[src/rtl/cdu_pkg.sv]
// cdu_pkg: shared types, constants and calendar tables of the calendar date unit
// used by calendar_date_unit, cdu_alu and cdu_checker; depends on nothing
package cdu_pkg;

  // input request field widths and positions in s_axis_tdata
  localparam int DAY_W      = 5;
  localparam int MONTH_W    = 4;
  localparam int YEAR_W     = 12;
  localparam int OFFSET_W   = 16;
  localparam int IN_DAY_LSB    = 0;
  localparam int IN_MONTH_LSB  = IN_DAY_LSB + DAY_W;
  localparam int IN_YEAR_LSB   = IN_MONTH_LSB + MONTH_W;
  localparam int IN_OFFSET_LSB = IN_YEAR_LSB + YEAR_W;
  localparam int IN_BITS       = IN_OFFSET_LSB + OFFSET_W;
  localparam int IN_TDATA_W    = ((IN_BITS + 7) / 8) * 8;

  // result field widths and positions in m_axis_tdata
  localparam int WEEKDAY_W       = 3;
  localparam int OUT_OK_LSB      = 0;
  localparam int OUT_WEEKDAY_LSB = 1;
  localparam int OUT_DAY_LSB     = OUT_WEEKDAY_LSB + WEEKDAY_W;
  localparam int OUT_MONTH_LSB   = OUT_DAY_LSB + DAY_W;
  localparam int OUT_YEAR_LSB    = OUT_MONTH_LSB + MONTH_W;
  localparam int OUT_BITS        = OUT_YEAR_LSB + YEAR_W;
  localparam int OUT_TDATA_W     = ((OUT_BITS + 7) / 8) * 8;

  // calendar limits
  localparam logic [YEAR_W-1:0]  YEAR_MIN   = 12'd2000;
  localparam logic [YEAR_W-1:0]  YEAR_MAX   = 12'd2100;
  localparam logic [YEAR_W-1:0]  YEAR_C19   = 12'd1900;
  localparam logic [MONTH_W-1:0] MONTH_JAN  = 4'd1;
  localparam logic [MONTH_W-1:0] MONTH_FEB  = 4'd2;
  localparam logic [MONTH_W-1:0] MONTH_MAR  = 4'd3;
  localparam logic [MONTH_W-1:0] MONTH_APR  = 4'd4;
  localparam logic [MONTH_W-1:0] MONTH_JUN  = 4'd6;
  localparam logic [MONTH_W-1:0] MONTH_SEP  = 4'd9;
  localparam logic [MONTH_W-1:0] MONTH_NOV  = 4'd11;
  localparam logic [MONTH_W-1:0] MONTH_DEC  = 4'd12;
  localparam logic [MONTH_W-1:0] MONTH_WRAP = 4'd12;
  localparam logic [6:0]         YEAR_IN_CENT_LAST = 7'd99;

  // zeller century terms j/4 + 5j for centuries 19, 20 and 21
  localparam logic [6:0] ZC_19 = 7'd99;
  localparam logic [6:0] ZC_20 = 7'd105;
  localparam logic [6:0] ZC_21 = 7'd110;
  localparam logic [3:0] WEEK_DAYS = 4'd7;

  // status of the shared subtract unit
  typedef struct packed {
    logic borrow;  // a < b
    logic zero;    // a == b
  } alu_flags_t;

  // length of a month, 31 for codes outside 1..12
  function automatic logic [DAY_W-1:0] month_len(input logic [MONTH_W-1:0] m,
                                                  input logic leap);
    logic [DAY_W-1:0] len;
    len = 5'd31;
    if (m == MONTH_APR || m == MONTH_JUN || m == MONTH_SEP || m == MONTH_NOV)
      len = 5'd30;
    else if (m == MONTH_FEB)
      len = leap ? 5'd29 : 5'd28;
    return len;
  endfunction

  // zeller month term floor(13 * (m + 1) / 5) for shifted months 3..14
  function automatic logic [5:0] zeller_month(input logic [MONTH_W-1:0] m);
    logic [5:0] t;
    unique case (m)
      4'd3:    t = 6'd10;
      4'd4:    t = 6'd13;
      4'd5:    t = 6'd15;
      4'd6:    t = 6'd18;
      4'd7:    t = 6'd20;
      4'd8:    t = 6'd23;
      4'd9:    t = 6'd26;
      4'd10:   t = 6'd28;
      4'd11:   t = 6'd31;
      4'd12:   t = 6'd33;
      4'd13:   t = 6'd36;
      4'd14:   t = 6'd39;
      default: t = 6'd0;
    endcase
    return t;
  endfunction

endpackage

[src/rtl/calendar_date_unit.sv]
// calendar_date_unit: top level, date check, zeller weekday and day addition
// depends on cdu_pkg and cdu_alu
// sequence: the request is checked, its zeller sum reduced by seven to a weekday and the
//   offset walked off month by month (about 2155 months for the largest 16-bit offset);
//   a rejected date goes from the check straight to the done state
// throughput: one request at a time; the next request is taken once the result
//   sits in the output register, even while it still waits for m_axis_tready
// reset: rst is synchronous, active high, clears the sequencer and output valid
module calendar_date_unit #(
  parameter int OFFSET_BITS = 16
) (
  input  logic                              clk,
  input  logic                              rst,
  input  logic                              s_axis_tvalid,
  output logic                              s_axis_tready,
  // day_in[4:0], month_in[8:5], year_in[20:9], day_offset[36:21], zero fill
  input  logic [cdu_pkg::IN_TDATA_W-1:0]    s_axis_tdata,
  output logic                              m_axis_tvalid,
  input  logic                              m_axis_tready,
  // date_ok[0], weekday[3:1], day_out[8:4], month_out[12:9], year_out[24:13], zero fill
  output logic [cdu_pkg::OUT_TDATA_W-1:0]   m_axis_tdata
);

  // offset bits actually used and day counter width
  localparam int OFF_W = (OFFSET_BITS < cdu_pkg::OFFSET_W) ? OFFSET_BITS : cdu_pkg::OFFSET_W;
  localparam int DW    = OFF_W + 1;

  localparam logic [2:0] S_IDLE  = 3'd0;
  localparam logic [2:0] S_CHECK = 3'd1;
  localparam logic [2:0] S_MOD7  = 3'd2;
  localparam logic [2:0] S_WALK  = 3'd3;
  localparam logic [2:0] S_DONE  = 3'd4;

  logic [2:0] state;

  // captured request
  logic [cdu_pkg::DAY_W-1:0]   day_r;
  logic [cdu_pkg::MONTH_W-1:0] month_r;
  logic [cdu_pkg::YEAR_W-1:0]  year_r;
  logic [OFF_W-1:0]            off_r;

  // working registers
  logic [DW-1:0]                 d;
  logic [cdu_pkg::MONTH_W-1:0]   m;
  logic [cdu_pkg::YEAR_W-1:0]    y;
  logic [6:0]                    yr_mod100;
  logic [1:0]                    cent_mod4;
  logic [8:0]                    acc;
  logic                          ok;
  logic [cdu_pkg::WEEKDAY_W-1:0] wd;

  // output register
  logic                          out_valid;
  logic                          out_ok;
  logic [cdu_pkg::WEEKDAY_W-1:0] out_wd;
  logic [cdu_pkg::DAY_W-1:0]     out_day;
  logic [cdu_pkg::MONTH_W-1:0]   out_month;
  logic [cdu_pkg::YEAR_W-1:0]    out_year;

  // date check and zeller sum from the captured request
  logic                        in_leap;
  logic                        in_ok;
  logic                        early;
  logic [cdu_pkg::MONTH_W-1:0] zm;
  logic [cdu_pkg::YEAR_W-1:0]  zy;
  logic [cdu_pkg::YEAR_W-1:0]  zk_full;
  logic [6:0]                  zk;
  logic [6:0]                  zc;
  logic [8:0]                  zsum;

  assign in_leap = (year_r[1:0] == 2'b00) && (year_r != cdu_pkg::YEAR_MAX);
  assign in_ok   = (year_r >= cdu_pkg::YEAR_MIN) && (year_r <= cdu_pkg::YEAR_MAX) &&
                   (month_r >= cdu_pkg::MONTH_JAN) && (month_r <= cdu_pkg::MONTH_DEC) &&
                   (day_r != '0) && (day_r <= cdu_pkg::month_len(month_r, in_leap));

  assign early = (month_r < cdu_pkg::MONTH_MAR);
  assign zm    = early ? month_r + cdu_pkg::MONTH_WRAP : month_r;
  assign zy    = early ? year_r - 12'd1 : year_r;

  // century split of the shifted year, valid years only
  always_comb begin
    if (zy < cdu_pkg::YEAR_MIN) begin
      zk_full = zy - cdu_pkg::YEAR_C19;
      zc      = cdu_pkg::ZC_19;
    end else if (zy < cdu_pkg::YEAR_MAX) begin
      zk_full = zy - cdu_pkg::YEAR_MIN;
      zc      = cdu_pkg::ZC_20;
    end else begin
      zk_full = zy - cdu_pkg::YEAR_MAX;
      zc      = cdu_pkg::ZC_21;
    end
  end

  assign zk   = zk_full[6:0];
  assign zsum = 9'(day_r) + 9'(cdu_pkg::zeller_month(zm)) + 9'(zk) + 9'(zk[6:2]) + 9'(zc);

  // leap rule on the walking year
  logic                      walk_leap;
  logic [cdu_pkg::DAY_W-1:0] walk_len;

  assign walk_leap = (yr_mod100[1:0] == 2'b00) && ((yr_mod100 != '0) || (cent_mod4 == 2'b00));
  assign walk_len  = cdu_pkg::month_len(m, walk_leap);

  // shared subtractor operands
  logic [DW-1:0]       alu_a;
  logic [DW-1:0]       alu_b;
  logic [DW-1:0]       alu_diff;
  cdu_pkg::alu_flags_t alu_flags;

  assign alu_a = (state == S_MOD7) ? DW'(acc) : d;
  assign alu_b = (state == S_MOD7) ? DW'(cdu_pkg::WEEK_DAYS) : DW'(walk_len);

  cdu_alu #(.W(DW)) u_alu (
    .a     (alu_a),
    .b     (alu_b),
    .diff  (alu_diff),
    .flags (alu_flags)
  );

  assign s_axis_tready = (state == S_IDLE);
  logic out_free;
  assign out_free = !out_valid || m_axis_tready;

  // sequencer
  always_ff @(posedge clk) begin
    if (rst) begin
      state <= S_IDLE;
    end else begin
      unique case (state)
        S_IDLE:  if (s_axis_tvalid) state <= S_CHECK;
        S_CHECK: state <= in_ok ? S_MOD7 : S_DONE;
        S_MOD7:  if (alu_flags.borrow) state <= S_WALK;
        S_WALK:  if (alu_flags.borrow || alu_flags.zero) state <= S_DONE;
        S_DONE:  if (out_free) state <= S_IDLE;
        default: state <= S_IDLE;
      endcase
    end
  end

  // datapath registers
  always_ff @(posedge clk) begin
    unique case (state)
      S_IDLE: begin
        if (s_axis_tvalid) begin
          day_r   <= s_axis_tdata[cdu_pkg::IN_DAY_LSB +: cdu_pkg::DAY_W];
          month_r <= s_axis_tdata[cdu_pkg::IN_MONTH_LSB +: cdu_pkg::MONTH_W];
          year_r  <= s_axis_tdata[cdu_pkg::IN_YEAR_LSB +: cdu_pkg::YEAR_W];
          off_r   <= s_axis_tdata[cdu_pkg::IN_OFFSET_LSB +: OFF_W];
        end
      end
      S_CHECK: begin
        ok  <= in_ok;
        wd  <= '0;
        acc <= zsum;
        m   <= month_r;
        y   <= year_r;
        yr_mod100 <= (year_r == cdu_pkg::YEAR_MAX) ? 7'd0 : 7'(year_r - cdu_pkg::YEAR_MIN);
        cent_mod4 <= (year_r == cdu_pkg::YEAR_MAX) ? 2'd1 : 2'd0;
        if (in_ok)
          d <= DW'(day_r) + DW'(off_r);
        else
          d <= DW'(day_r);
      end
      S_MOD7: begin
        // reduce by seven, then map saturday-based index to sunday-based
        if (!alu_flags.borrow)
          acc <= alu_diff[8:0];
        else
          wd <= (acc[2:0] == 3'd0) ? 3'd6 : acc[2:0] - 3'd1;
      end
      S_WALK: begin
        // cross one month per cycle
        if (!(alu_flags.borrow || alu_flags.zero)) begin
          d <= alu_diff;
          if (m == cdu_pkg::MONTH_DEC) begin
            m <= cdu_pkg::MONTH_JAN;
            y <= y + 12'd1;
            if (yr_mod100 == cdu_pkg::YEAR_IN_CENT_LAST) begin
              yr_mod100 <= '0;
              cent_mod4 <= cent_mod4 + 2'd1;
            end else begin
              yr_mod100 <= yr_mod100 + 7'd1;
            end
          end else begin
            m <= m + 4'd1;
          end
        end
      end
      S_DONE: ;
      default: ;
    endcase
  end

  // output register
  always_ff @(posedge clk) begin
    if (rst) begin
      out_valid <= 1'b0;
    end else if (state == S_DONE && out_free) begin
      out_valid <= 1'b1;
    end else if (m_axis_tready) begin
      out_valid <= 1'b0;
    end
  end

  always_ff @(posedge clk) begin
    if (state == S_DONE && out_free) begin
      out_ok    <= ok;
      out_wd    <= wd;
      out_day   <= d[cdu_pkg::DAY_W-1:0];
      out_month <= m;
      out_year  <= y;
    end
  end

  assign m_axis_tvalid = out_valid;
  assign m_axis_tdata  = cdu_pkg::OUT_TDATA_W'({out_year, out_month, out_day, out_wd, out_ok});

endmodule

[src/rtl/cdu_alu.sv]
// cdu_alu: shared subtract and compare unit of the calendar date unit
// serves both the weekday reduction and the month walk; depends on cdu_pkg
module cdu_alu #(
  parameter int W = 17
) (
  input  logic [W-1:0]        a,
  input  logic [W-1:0]        b,
  output logic [W-1:0]        diff,
  output cdu_pkg::alu_flags_t flags
);

  logic [W:0] full;

  // one wide subtract, borrow out and zero detect
  assign full         = {1'b0, a} - {1'b0, b};
  assign diff         = full[W-1:0];
  assign flags.borrow = full[W];
  assign flags.zero   = (full == '0);

endmodule

[config.mk]
export PLATFORM = sky130hd
export DESIGN_NAME = calendar_date_unit
export DESIGN_NICKNAME = d
export VERILOG_FILES = /design/src/rtl/cdu_pkg.sv /design/src/rtl/calendar_date_unit.sv /design/src/rtl/cdu_alu.sv
export SDC_FILE = /design/constraint.sdc
export NUM_CORES = 1
export LEC_CHECK = 0
export ABC_AREA = 1
export BUFFER_PORTS_ARGS = -buffer_cell sky130_fd_sc_hd__buf_2
export CAP_MARGIN = 20
export CORE_MARGIN = 1.5
export CORE_UTILIZATION = 45
export DETAILED_ROUTE_END_ITERATION = 16
export SLEW_MARGIN = 5
export SYNTH_ARGS = -nofsm -noshare
export SYNTH_HDL_FRONTEND = slang
export SYNTH_SLANG_ARGS = --single-unit
[constraint.sdc]
create_clock -name clk -period 10.65 [get_ports clk]
set_input_delay 1.065 -clock clk [delete_from_list [all_inputs] [get_ports clk]]
set_output_delay 1.065 -clock clk [all_outputs]
set_load 0.02 [all_outputs]
=== Word-level counts from Yosys, hierarchy flattened ===
Memory sizes are Yosys's and may differ from the RTL's.
Cells that the tools add are included.

* Output and inout bits: 34
* Memories: 1
* Input port bits: 44
* Word-level logic and storage cells: 153
* Memory bits (read-only): 96
* Register bits after elaboration: 121

{| class="wikitable"
|+ Memory list
! memory !! words !! width !! read ports !! clocked after Yosys merged registers in !! wr ports !! RTL line !! text
|-
| (no name shown) || 16 || 6 || 1 || 0 || 0 || cdu_pkg.sv:69 || <nowiki>unique case (m)</nowiki>
|}

* Equal/unequal tests: 26
* Multiplexer cells: 46
* Reductions and logical operators: 36
* $lt $le $gt $ge: 8
* Add/subtract/negate cells: 17

{| class="wikitable"
|+ Operator list
! kind !! number
|-
| $mux 17 || 3
|-
| $mux 7 || 6
|-
| $mux 12 || 3
|-
| $pmux 17 s2 || 1
|-
| $mux 3 || 8
|-
| $pmux 12 s2 || 1
|-
| $sub 7x7->7 const B || 3
|-
| $eq 4x4->1 const B || 5
|-
| $logic_not 18->1 || 1
|-
| $pmux 9 s2 || 1
|-
| $sub 17x5->18 || 1
|-
| $add 5x16->17 || 1
|-
| $eq 4x3->1 const B || 4
|-
| $mux 4 || 4
|-
| $pmux 3 s5 || 1
|-
| $mux 2 || 7
|-
| $ne 2x2->1 const B || 7
|-
| $pmux 7 s2 || 1
|-
| $add 12x1->12 const B || 1
|-
| $eq 12x12->1 const B || 1
|-
| $ge 12x11->1 const B || 1
|-
| $le 12x12->1 const B || 1
|-
| $lt 12x11->1 const B || 1
|-
| $lt 12x12->1 const B || 1
|-
| 39 further kinds || 69
|}

=== Logic depth before layout (Yosys ltp) ===
Gate-level depths: netlist of run 1.

* Depth in word-level cells: 12
* Gate-level depth with buffers: 41
* Depth with buffers taken out: 41

=== Cells and area by module ===
From an unflattened synthesis of run 1, not the netlist that was laid out.

* Cells, all modules: 1,049
* Area, all modules: 8,653.3 um^2

{| class="wikitable"
|+ Modules (own cells, without submodules)
! module !! cells each !! area each (um^2) !! seq. area each (um^2) !! instances
|-
| calendar_date_unit || 791 || 7,392.1 || 3,593.4 || 1
|-
| cdu_alu || 258 || 1,261.2 || 0.0 || 1
|}

=== Worst setup path before layout of run 1 ===
Ideal clock, no wire load.

* Path kind: flip-flop to flip-flop
* Start: reg month_r[2] in the netlist's numbering
* End: reg acc[8], data pin
* Arrival: 5.316 ns
* Slack: 5.081 ns
* Path buffers: 0
* Library setup time: 0.253 ns
* Required time: 10.397 ns
* Stages on the path, launching flop included: 36
* Period minus slack after synthesis: 5.569 ns
* Cells stage by stage: edfxtp_1 > inv_1 > ha_1 > nand2_1 > nand2_2 > nor2_4 > nand3_1 > xor2_1 > inv_1 > ha_1 > nor2_1 > nand4_1 > nand2_2 > inv_1 > nand2_1 > o21ai_0 > xor2_1 > fa_1 > inv_1 > fa_1 > inv_1 > fa_1 > inv_1 > ha_1 > nand3_1 > nand2_1 > nand2_1 > nand2_1 > a21oi_1 > nor2_1 > o21ai_0 > nand2_1 > inv_1 > nand2_1 > nand3_1 > nand2_1

* Word-level cells in the longest chain between the ends: 9
* Elaborated cells on any way between the ends: 19
* Classes of those cells: add/sub: 8; order compare: 3; mux: 7; memory: 1

{| class="wikitable"
|+ Ends and longest elaborated chain
! what !! RTL line !! text
|-
| start, declared || calendar_date_unit.sv:38 || <nowiki>logic [cdu_pkg::MONTH_W-1:0] month_r;</nowiki>
|-
| start signal, assigned || calendar_date_unit.sv:146 || <nowiki>month_r <= s_axis_tdata[cdu_pkg::IN_MONTH_LSB +: cdu_pkg::MONTH_W];</nowiki>
|-
| branches (longest 7 deep; another with $add 8x5->9) || -- ||
|-
| $add 9x7->9 * || calendar_date_unit.sv:95 || <nowiki>assign zsum = 9'(day_r) + 9'(cdu_pkg::zeller_month(zm)) + 9'(zk) + 9'(zk[6:2]) + 9'(zc);</nowiki>
|-
| $pmux 9 s2 * || calendar_date_unit.sv:142 || <nowiki>unique case (state)</nowiki>
|-
| end signal, assigned || calendar_date_unit.sv:154 || <nowiki>acc <= zsum;</nowiki>
|-
| end signal, assigned || calendar_date_unit.sv:167 || <nowiki>acc <= alu_diff[8:0];</nowiki>
|-
| end, declared || calendar_date_unit.sv:48 || <nowiki>logic [8:0] acc;</nowiki>
|}

Every way passes the cells marked *.
A chain may end at the register's enable or synchronous reset.

=== Worst setup path after layout of run 1 ===
* Start: reg month_r[3] in the netlist's numbering
* End: reg acc[8], data pin

The elaborated chain is that of the path after synthesis.

==> key figures, run 1 <==
Outcome
  • Outcome: finished, final reports clean

Worst setup path
  • CP required: 10.82 ns
  • Critical path arrival: 6.46 ns
  • CP Max Fanout: 10
  • Slowest stage delay, CP: 0.59 ns
  • Setup CP Type: flip-flop to flip-flop
  • CP most frequent cell: nand2_1
  • CP startpoint kind: flip-flop
  • CP max-delay cell: fa_1
  • Critical Path End Type: flip-flop

Worst hold path
  • Min-Delay Path Class: flip-flop to flip-flop

Clock tree
  • # resized after CTS: 0
  • CTS tree: built
  • Worst-path clk slew: 0.06 ns
  • Num CTS Buffers: 17
  • CTS Sinks: 121
  • Number of setup buffers added after CTS: 0
  • Max clock buf depth: 2
  • Hold buffer count at cts: 0
  • Clk Latency, worst-skew pair: 0.42 ns
  • Max H-tree Level: 4
  • Clk root buf: clkbuf_16

Synthesis
  • Yosys warns: 0
  • Mean Syn Cell Area: 8.88 µm²
  • Most used DFF post-synth: edfxtp_1
  • FF+latch count, synth: 121
  • Number of flops mapped to enable cells by yosys: 117
  • Asr flop ratio synth: 0
  • Unique masters post-synth: 49
  • Gate Count Post-Synth: 908
  • Post-synthesis sequential area ratio: 0.446
  • Cell area after synthesis: 8060 µm²

GRT
  • Antenna violations before repair: 0
  • Vias in the first global route: 5,723
  • Global-route wire length before repair: 28,300 µm
  • Global Route Usage Sum: 0.198
  • GRT Residual Overflow: 0
  • Largest net degree at the start of global routing: 38

Die
  • DIE HEIGHT: 137 µm
  • I/O pin cnt: 78
  • Die Width: 137 µm
  • Rows: 48
  • Core area: 17,400 µm²
  • Die footprint: 18,700 µm²
  • Starting Density: 0.463

Timing
  • Fmax achieved: 159 MHz
  • Worst clock skew: 0.0131 ns
  • Worst Tran Pin Value: 0.786 ns
  • Fin crit period: 6.29 ns
  • Fin. Hold Viols: 0
  • RSZ-0062 raised after global routing: no
  • Final clock period utilization by the worst path: 0.591
  • TNS Setup: 0 ns
  • Max-slew violations: 0
  • Slew margin rel.: 0.475
  • Final setup fails: 0

Placed design
  • Port buffer count: 67
  • Dpl hpwl: 13,000 µm
  • GPL Wtd Cong: 0.891

Flow run
  • Max_cap viols: 0

Final layout
  • Share of cells above drive strength 1: 0.146
  • Util after Layout: 0.526
  • Fin nets: 1,099
  • Layout Area Growth over Synthesis: 13.7%
  • N_diodes: 0
  • Filler cells: 1,634

Route
  • TritonRoute pass-1 iters: 5
  • Vias: 6,140
  • Detailed Route WL: 17,200 µm
  • Post-DR vias/cell: 5.02
  • DR WL/cell: 14.1 µm
  • Starting DRC count in detailed routing: 402
  • Routed Antenna Nets: 0
  • Post-route DRC: 0
## path summary, 6_finish.rpt
path	from	to	slack, ns	cells past startpoint
worst max-delay path	month_r[3]	acc[8]	4.36	35
worst min-delay path	wd[1]	out_wd[1]	0.42	0
worst max register to register	month_r[3]	acc[8]	4.36	35
worst min register to register	wd[1]	out_wd[1]	0.42	0
## Yosys cell counts (7+ instances only)
master	n	area, µm²
nor2_2	7	43.8
ha_1	57	713
o21ai_0	49	245
a21oi_1	19	95.1
xnor2_1	14	123
fa_1	13	260
edfxtp_1	117	3510
o21ai_1	7	35.0
nand2_1	192	721
clkbuf_1	7	26.3
buf_4	9	67.6
nand2_2	12	75.1
inv_1	149	559
nand3_1	55	275
nor3_1	10	50.1
nand4_1	9	56.3
o22ai_1	16	100
nand3_2	7	70.1
nor2_1	76	285
xor2_1	22	193
## registers in the layout, summed over array words and instances (netlist names), 3 cells and up
name / cells
acc: 9
d: 17
day_r: 5
m: 4
month_r: 4
off_r: 16
out_day: 5
out_month: 4
out_wd: 3
out_year: 12
state: 3
wd: 3
y: 12
year_r: 12
yr_mod100: 7
## through the flow
| stage | hold WS [ns] | worst slack, ns | std cells | cell area (µm²) |
|---|---|---|---|---|
| 2_1_floorplan | 0.400 | 5.08 | 914 | 8080 |
| 3_3_place_gp | 0.401 | 4.47 | 1191 | 8620 |
| 3_5_place_dp | 0.406 | 4.42 | 1191 | 8620 |
| 4_1_cts | 0.419 | 4.38 | 1223 | 9170 |
| 5_1_grt | 0.422 | 3.78 | 1223 | 9170 |
| 6_report | 0.417 | 4.36 | 1223 | 9170 |
## kinds of logic after synthesis
group           synth area share
mux                      0.00124
compound gates            0.0816
other cells             0.000465
fa+ha+maj                  0.121
simple gates               0.219
xor+xnor                  0.0452
buf+inv                   0.0865
flops                      0.446
## cell usage in the layout, fill, tap and decap left out, types with 9 or more instances in the layout
cell | netlist | routed
clkbuf_16 | 0 | 17
buf_2 | 2 | 67
o21ai_0 | 49 | 48
a21oi_1 | 19 | 19
xor2_1 | 22 | 22
nand2_1 | 192 | 192
nor3_1 | 10 | 9
xnor2_1 | 14 | 14
inv_1 | 149 | 149
nand3_1 | 55 | 55
nand4_1 | 9 | 9
fa_1 | 13 | 13
nor2_1 | 76 | 76
edfxtp_1 | 117 | 117
ha_1 | 57 | 57
o22ai_1 | 16 | 16
nand2_2 | 12 | 12
## routing by layer
layer	vias up	wire, µm	GRT usage
li1	3152	-	-
met1	2851	9070	0.300
met2	128	7160	0.287
met3	9	855	0.0411
met4	0	132	0.0497
met5	-	0	0
## area by class of cell
| class | instances | area (µm²) | share of cell area |
|---|---|---|---|
| well taps | 225 | 282 | 0.0307 |
| clock inverters | 15 | 119 | 0.0130 |
| multi-input cells | 621 | 3800 | 0.415 |
| repair buffers | 72 | 373 | 0.0407 |
| clock buffers | 17 | 425 | 0.0464 |
| inverters | 152 | 571 | 0.0622 |
| flip-flops and latches | 121 | 3590 | 0.392 |
## critical path: cells and delay by family, from the launching register on
kind,cells,cell delay (ns)
flip-flops,1,0.46
buffers and inverters,7,0.63
AND/OR/NAND/NOR,17,1.52
AO/OA/AOI/OAI,3,0.39
adder cells (fa/ha/maj),6,2.38
XOR/XNOR,2,0.64
Power of run 1 is not shown: default switching activity piles up to over one toggle a cycle in this logic, so the estimate is an artifact.
==> run 2, diff against run 1 <==
--- a/config.mk
+++ b/config.mk
@@ -11,6 +11,7 @@
 export CORE_MARGIN = 1.5
 export CORE_UTILIZATION = 45
 export DETAILED_ROUTE_END_ITERATION = 16
+export PLACE_DENSITY = 0.66
 export SLEW_MARGIN = 5
 export SYNTH_ARGS = -nofsm -noshare
 export SYNTH_HDL_FRONTEND = slang
==> constraint.sdc (replaced) <==
create_clock -name clk -period 5.1 [get_ports clk]
set_input_delay 0.51 -clock clk [delete_from_list [all_inputs] [get_ports clk]]
set_output_delay 0.51 -clock clk [all_outputs]
set_load 0.02 [all_outputs]
==> key figures, run 2 (synthesized netlist as in run 1, its figures left out) <==
Route
  • Detailed Route WL: 18,200 µm
  • DR WL/cell: 14.1 µm
  • Post-route DRC: 0
  • Vias: 6,515
  • TritonRoute pass-1 iters: 5
  • Routed Antenna Nets: 0
  • Post-DR vias/cell: 5.03
  • Starting DRC count in detailed routing: 450

GRT
  • GRT Residual Overflow: 0
  • Global Route Usage Sum: 0.204
  • Antenna violations before repair: 0
  • Global-route wire length before repair: 29,400 µm
  • Largest net degree at the start of global routing: 38
  • Vias in the first global route: 6,131

Timing
  • Slew margin rel.: 0.554
  • RSZ-0062 raised after global routing: yes
  • Final clock period utilization by the worst path: 1.03
  • Max-slew violations: 0
  • PnR worst setup slack: -0.167 ns
  • Fin. Hold Viols: 0
  • Fmax achieved: 190 MHz
  • Worst Tran Pin Value: 0.663 ns
  • Final setup fails: 4
  • Fin crit period: 5.27 ns
  • Worst clock skew: 0.00851 ns

Clock tree
  • CTS Sinks: 121
  • Max clock buf depth: 2
  • Num CTS Buffers: 17
  • Clk root buf: clkbuf_16
  • Worst-path clk slew: 0.06 ns
  • CTS tree: built
  • Max H-tree Level: 4
  • Clk Latency, worst-skew pair: 0.42 ns

Die
  • Starting Density: 0.463
  • Die Width: 137 µm
  • Core area: 17,400 µm²
  • I/O pin cnt: 78
  • Die footprint: 18,700 µm²
  • Rows: 48
  • DIE HEIGHT: 137 µm

Placed design
  • Port buffer count: 67
  • Dpl hpwl: 13,700 µm
  • GPL Wtd Cong: 0.904
  • Placed Area: 9150 µm²

Final layout
  • Biggest regs: d x17, off_r x16
  • Register cell area after layout: 3590 µm²
  • N_diodes: 0
  • Fin nets: 1,170
  • Max reg flops: 17
  • Most frequent cells in the layout: nand2_1, inv_1, edfxtp_1
  • Layout Area Growth over Synthesis: 23.7%
  • Largest reg by FF count: d
  • Filler cells: 1,567
  • Fin area: 9970 µm²
  • Share of cells above drive strength 1: 0.245
  • Most common cell after layout, fill and taps aside: nand2_1
  • Multi-input logic area: 4050 µm²

Worst setup path
  • Slowest stage delay, CP: 0.54 ns
  • Worst reg2reg path depth: 30
  • Reg-to-Reg Start: month_r[2]
  • Critical Path End Type: flip-flop
  • Flop-to-flop setup slack: -0.17 ns
  • CP required: 5.26 ns
  • CP startpoint kind: flip-flop
  • Critical path arrival: 5.42 ns
  • Setup CP Type: flip-flop to flip-flop
  • FF-to-FF End: acc[7]
  • CP max-delay cell: fa_1
  • CP Max Fanout: 5

Flow run
  • Max_cap viols: 0

Worst hold path
  • Min-Delay Path Class: primary input to flip-flop
  • Hold EP: year_r[2]
  • Hold path depth: 1
  • Hold_sp: s_axis_tdata[11]

Outcome
  • Outcome: finished, violations left
  • Failing checks: setup timing
[run 2: area by class of cell]
class / count / share of cell area
Multi-Input combinational cell: 621 / 0.406
Inverter: 152 / 0.0575
Clock buffer: 18 / 0.0430
Sequential cell: 121 / 0.360
Timing Repair Buffer: 143 / 0.0912
Tap cell: 225 / 0.0282
Clock inverter: 14 / 0.0138
[run 2: how the worst max path moves through the flow]
stage,from,endpoint,cells after the start
2_1_floorplan,month_r[2],acc[8],35
3_3_place_gp,month_r[0],acc[8],33
6_report,month_r[2],acc[7],30
3_5_place_dp,month_r[2],acc[8],33
4_1_cts,month_r[2],acc[8],33
5_1_grt,month_r[2],acc[8],37
[run 2: worst max-delay path: cells and delay by family (launching register included)]
kind	cells	cell delay (ns)
xor gates and xnor gates	3	0.51
and+or+nand+nor	11	1.03
AOI/OAI and AO/OA	3	0.20
muxes	1	0.09
adders and majority gates	6	2.30
buffers and inverters	6	0.49
DFF	1	0.40
[run 2: through the flow]
stage               instances  TNS [ns]  worst slack, ns  hold WS (ns)  utilization
finish                   1294    -0.392           -0.167         0.260        0.573
CTS                      1286    -0.931           -0.291         0.248        0.563
global route             1294     -1.59           -0.466         0.248        0.573
global placement         1248    -0.344           -0.177         0.401        0.525
floorplan                 914   -0.0915          -0.0915         0.400            -
detailed placement       1248    -0.879           -0.328         0.412        0.525
[run 2: routing by layer]
metal  global-route usage  vias to the layer above  share of wire
li1                     -                     3291              -
met1                0.290                     3026           0.47
met2                0.323                      185           0.46
met3               0.0356                       13          0.063
met4               0.0538                        0          0.010
met5                    0                        -              0
[run 2: repair_timing]
| action | 4_1_cts | 5_1_grt |
|---|---|---|
| gates cloned | 0 | 0 |
| buffers inserted | 6 | 11 |
| setup endpoints to repair | 4 | 6 |
| hold buffers | 0 | 0 |
| pin swaps | 18 | 24 |
| gates resized for setup | 8 | 33 |
Power of run 2 is left out for the same reason.
==> run 3, diff against run 2 <==
--- a/config.mk
+++ b/config.mk
@@ -12,6 +12,7 @@
 export CORE_UTILIZATION = 45
 export DETAILED_ROUTE_END_ITERATION = 16
 export PLACE_DENSITY = 0.66
+export SETUP_SLACK_MARGIN = 0.1
 export SLEW_MARGIN = 5
 export SYNTH_ARGS = -nofsm -noshare
 export SYNTH_HDL_FRONTEND = slang
==> key figures, run 3 (synthesized netlist as in run 1, its figures left out) <==
Outcome
  • Outcome: finished, violations left
  • Failing checks: setup timing

Timing
  • Fin. Hold Viols: 0
  • Max-slew violations: 0
  • TNS Setup: -0.233 ns
  • Final setup fails: 4
  • Fin crit period: 5.19 ns
  • RSZ-0062 raised after global routing: yes
  • Fmax achieved: 192 MHz
  • Worst Tran Pin Value: 0.705 ns
  • PnR worst setup slack: -0.0949 ns
  • Worst clock skew: 0.00706 ns
  • Final clock period utilization by the worst path: 1.02
  • Final hold slack: 0.263 ns
  • Slew margin rel.: 0.525

Die
  • I/O pin cnt: 78
  • Core area: 17,400 µm²
  • Starting Density: 0.463
  • DIE HEIGHT: 137 µm
  • Die footprint: 18,700 µm²
  • Die Width: 137 µm
  • Rows: 48

Worst setup path
  • CP Max Fanout: 5
  • CP required: 5.28 ns
  • Top Family by Delay on Critical Path: adder cells
  • Critical Path End Type: flip-flop
  • CP max-delay cell: fa_1
  • CP startpoint kind: flip-flop
  • CP Buf/Inv Count: 7
  • Setup CP Type: flip-flop to flip-flop
  • Critical path arrival: 5.37 ns
  • Slowest stage delay, CP: 0.56 ns

Route
  • Vias: 6,494
  • Routed Antenna Nets: 0
  • TritonRoute pass-1 iters: 5
  • DR WL/cell: 14.0 µm
  • Starting DRC count in detailed routing: 475
  • Detailed Route WL: 18,200 µm
  • Post-route DRC: 0
  • Post-DR vias/cell: 5.01

Clock tree
  • Max H-tree Level: 4
  • Clk root buf: clkbuf_16
  • Clk Latency, worst-skew pair: 0.42 ns
  • CTS Sinks: 121
  • Hold buffer count at cts: 0
  • Worst-path clk slew: 0.06 ns
  • Max clock buf depth: 2
  • CTS tree: built
  • Num CTS Buffers: 17

Final layout
  • Share of cells above drive strength 1: 0.252
  • Most frequent cells in the layout: nand2_1, inv_1, edfxtp_1
  • Fin area: 10,100 µm²
  • N_diodes: 0
  • Largest reg by FF count: d
  • Filler cells: 1,494
  • Biggest regs: d x17, off_r x16
  • Max reg flops: 17
  • Most common cell after layout, fill and taps aside: nand2_1
  • Fin nets: 1,173
  • Layout Area Growth over Synthesis: 25.1%

GRT
  • Antenna violations before repair: 0
  • Global-route wire length before repair: 29,100 µm
  • Largest net degree at the start of global routing: 38
  • Global Route Usage Sum: 0.204
  • GRT Residual Overflow: 0
  • Vias in the first global route: 6,061

Placed design
  • GPL Wtd Cong: 0.890
  • Placed Area: 9150 µm²
  • Pre-CTS WS: -0.247 ns
  • Port buffer count: 67
  • Dpl hpwl: 13,400 µm

Worst hold path
  • Min-Delay Path Class: primary input to flip-flop

Flow run
  • Max_cap viols: 0
==> run 3: cell types whose count changed in the layout (fill, tap and decap cells not counted), moves of 2 or more <==
cell,before,now
buf_6,1,7
buf_4,75,71
inv_1,142,138
inv_2,8,12
ha_2,6,4
nand2_1,182,180
o21ai_0,41,43
xor2_1,19,17
xor2_2,3,5
==> run 3: worst paths after layout <==
check                   start         to  slack [ns]  cells past startpoint
min reg2reg                ok     out_ok        0.42                      0
max                month_r[0]     acc[8]       -0.09                     36
max reg2reg        month_r[0]     acc[8]       -0.09                     36
min          s_axis_tdata[18]  year_r[9]        0.26                      1
==> run 3: metal layers <==
metal / part of all wire / vias to the layer above / global-route usage
li1: - / 3297 / -
met1: 0.46 / 2985 / 0.293
met2: 0.46 / 199 / 0.316
met3: 0.072 / 13 / 0.0415
met4: 0.0094 / 0 / 0.0526
met5: 0 / - / 0
==> run 3: repair_timing <==
action | 4_1_cts | 5_1_grt
pin swaps | 30 | 27
endpoints found under the setup margin | 4 | 7
setup buffers | 13 | 10
gates resized for setup | 15 | 37
cloned | 0 | 0
==> run 3: area by class of cell <==
| cell class | count | area, µm² | area share |
|---|---|---|---|
| clock inverter | 15 | 166 | 0.0165 |
| sequential | 121 | 3590 | 0.356 |
| inverter | 152 | 573 | 0.0568 |
| timing repair buffer | 146 | 967 | 0.0959 |
| clock buffer | 17 | 425 | 0.0422 |
| tap | 225 | 282 | 0.0279 |
| multi-input combinational | 621 | 4080 | 0.405 |
==> run 3: per-stage QoR <==
stage / utilization / instances
finish: 0.579 / 1297
global placement: 0.526 / 1247
CTS: 0.568 / 1292
detailed placement: 0.526 / 1247
global route: 0.579 / 1297
floorplan: - / 914
Power of run 3 is left out for the same reason.
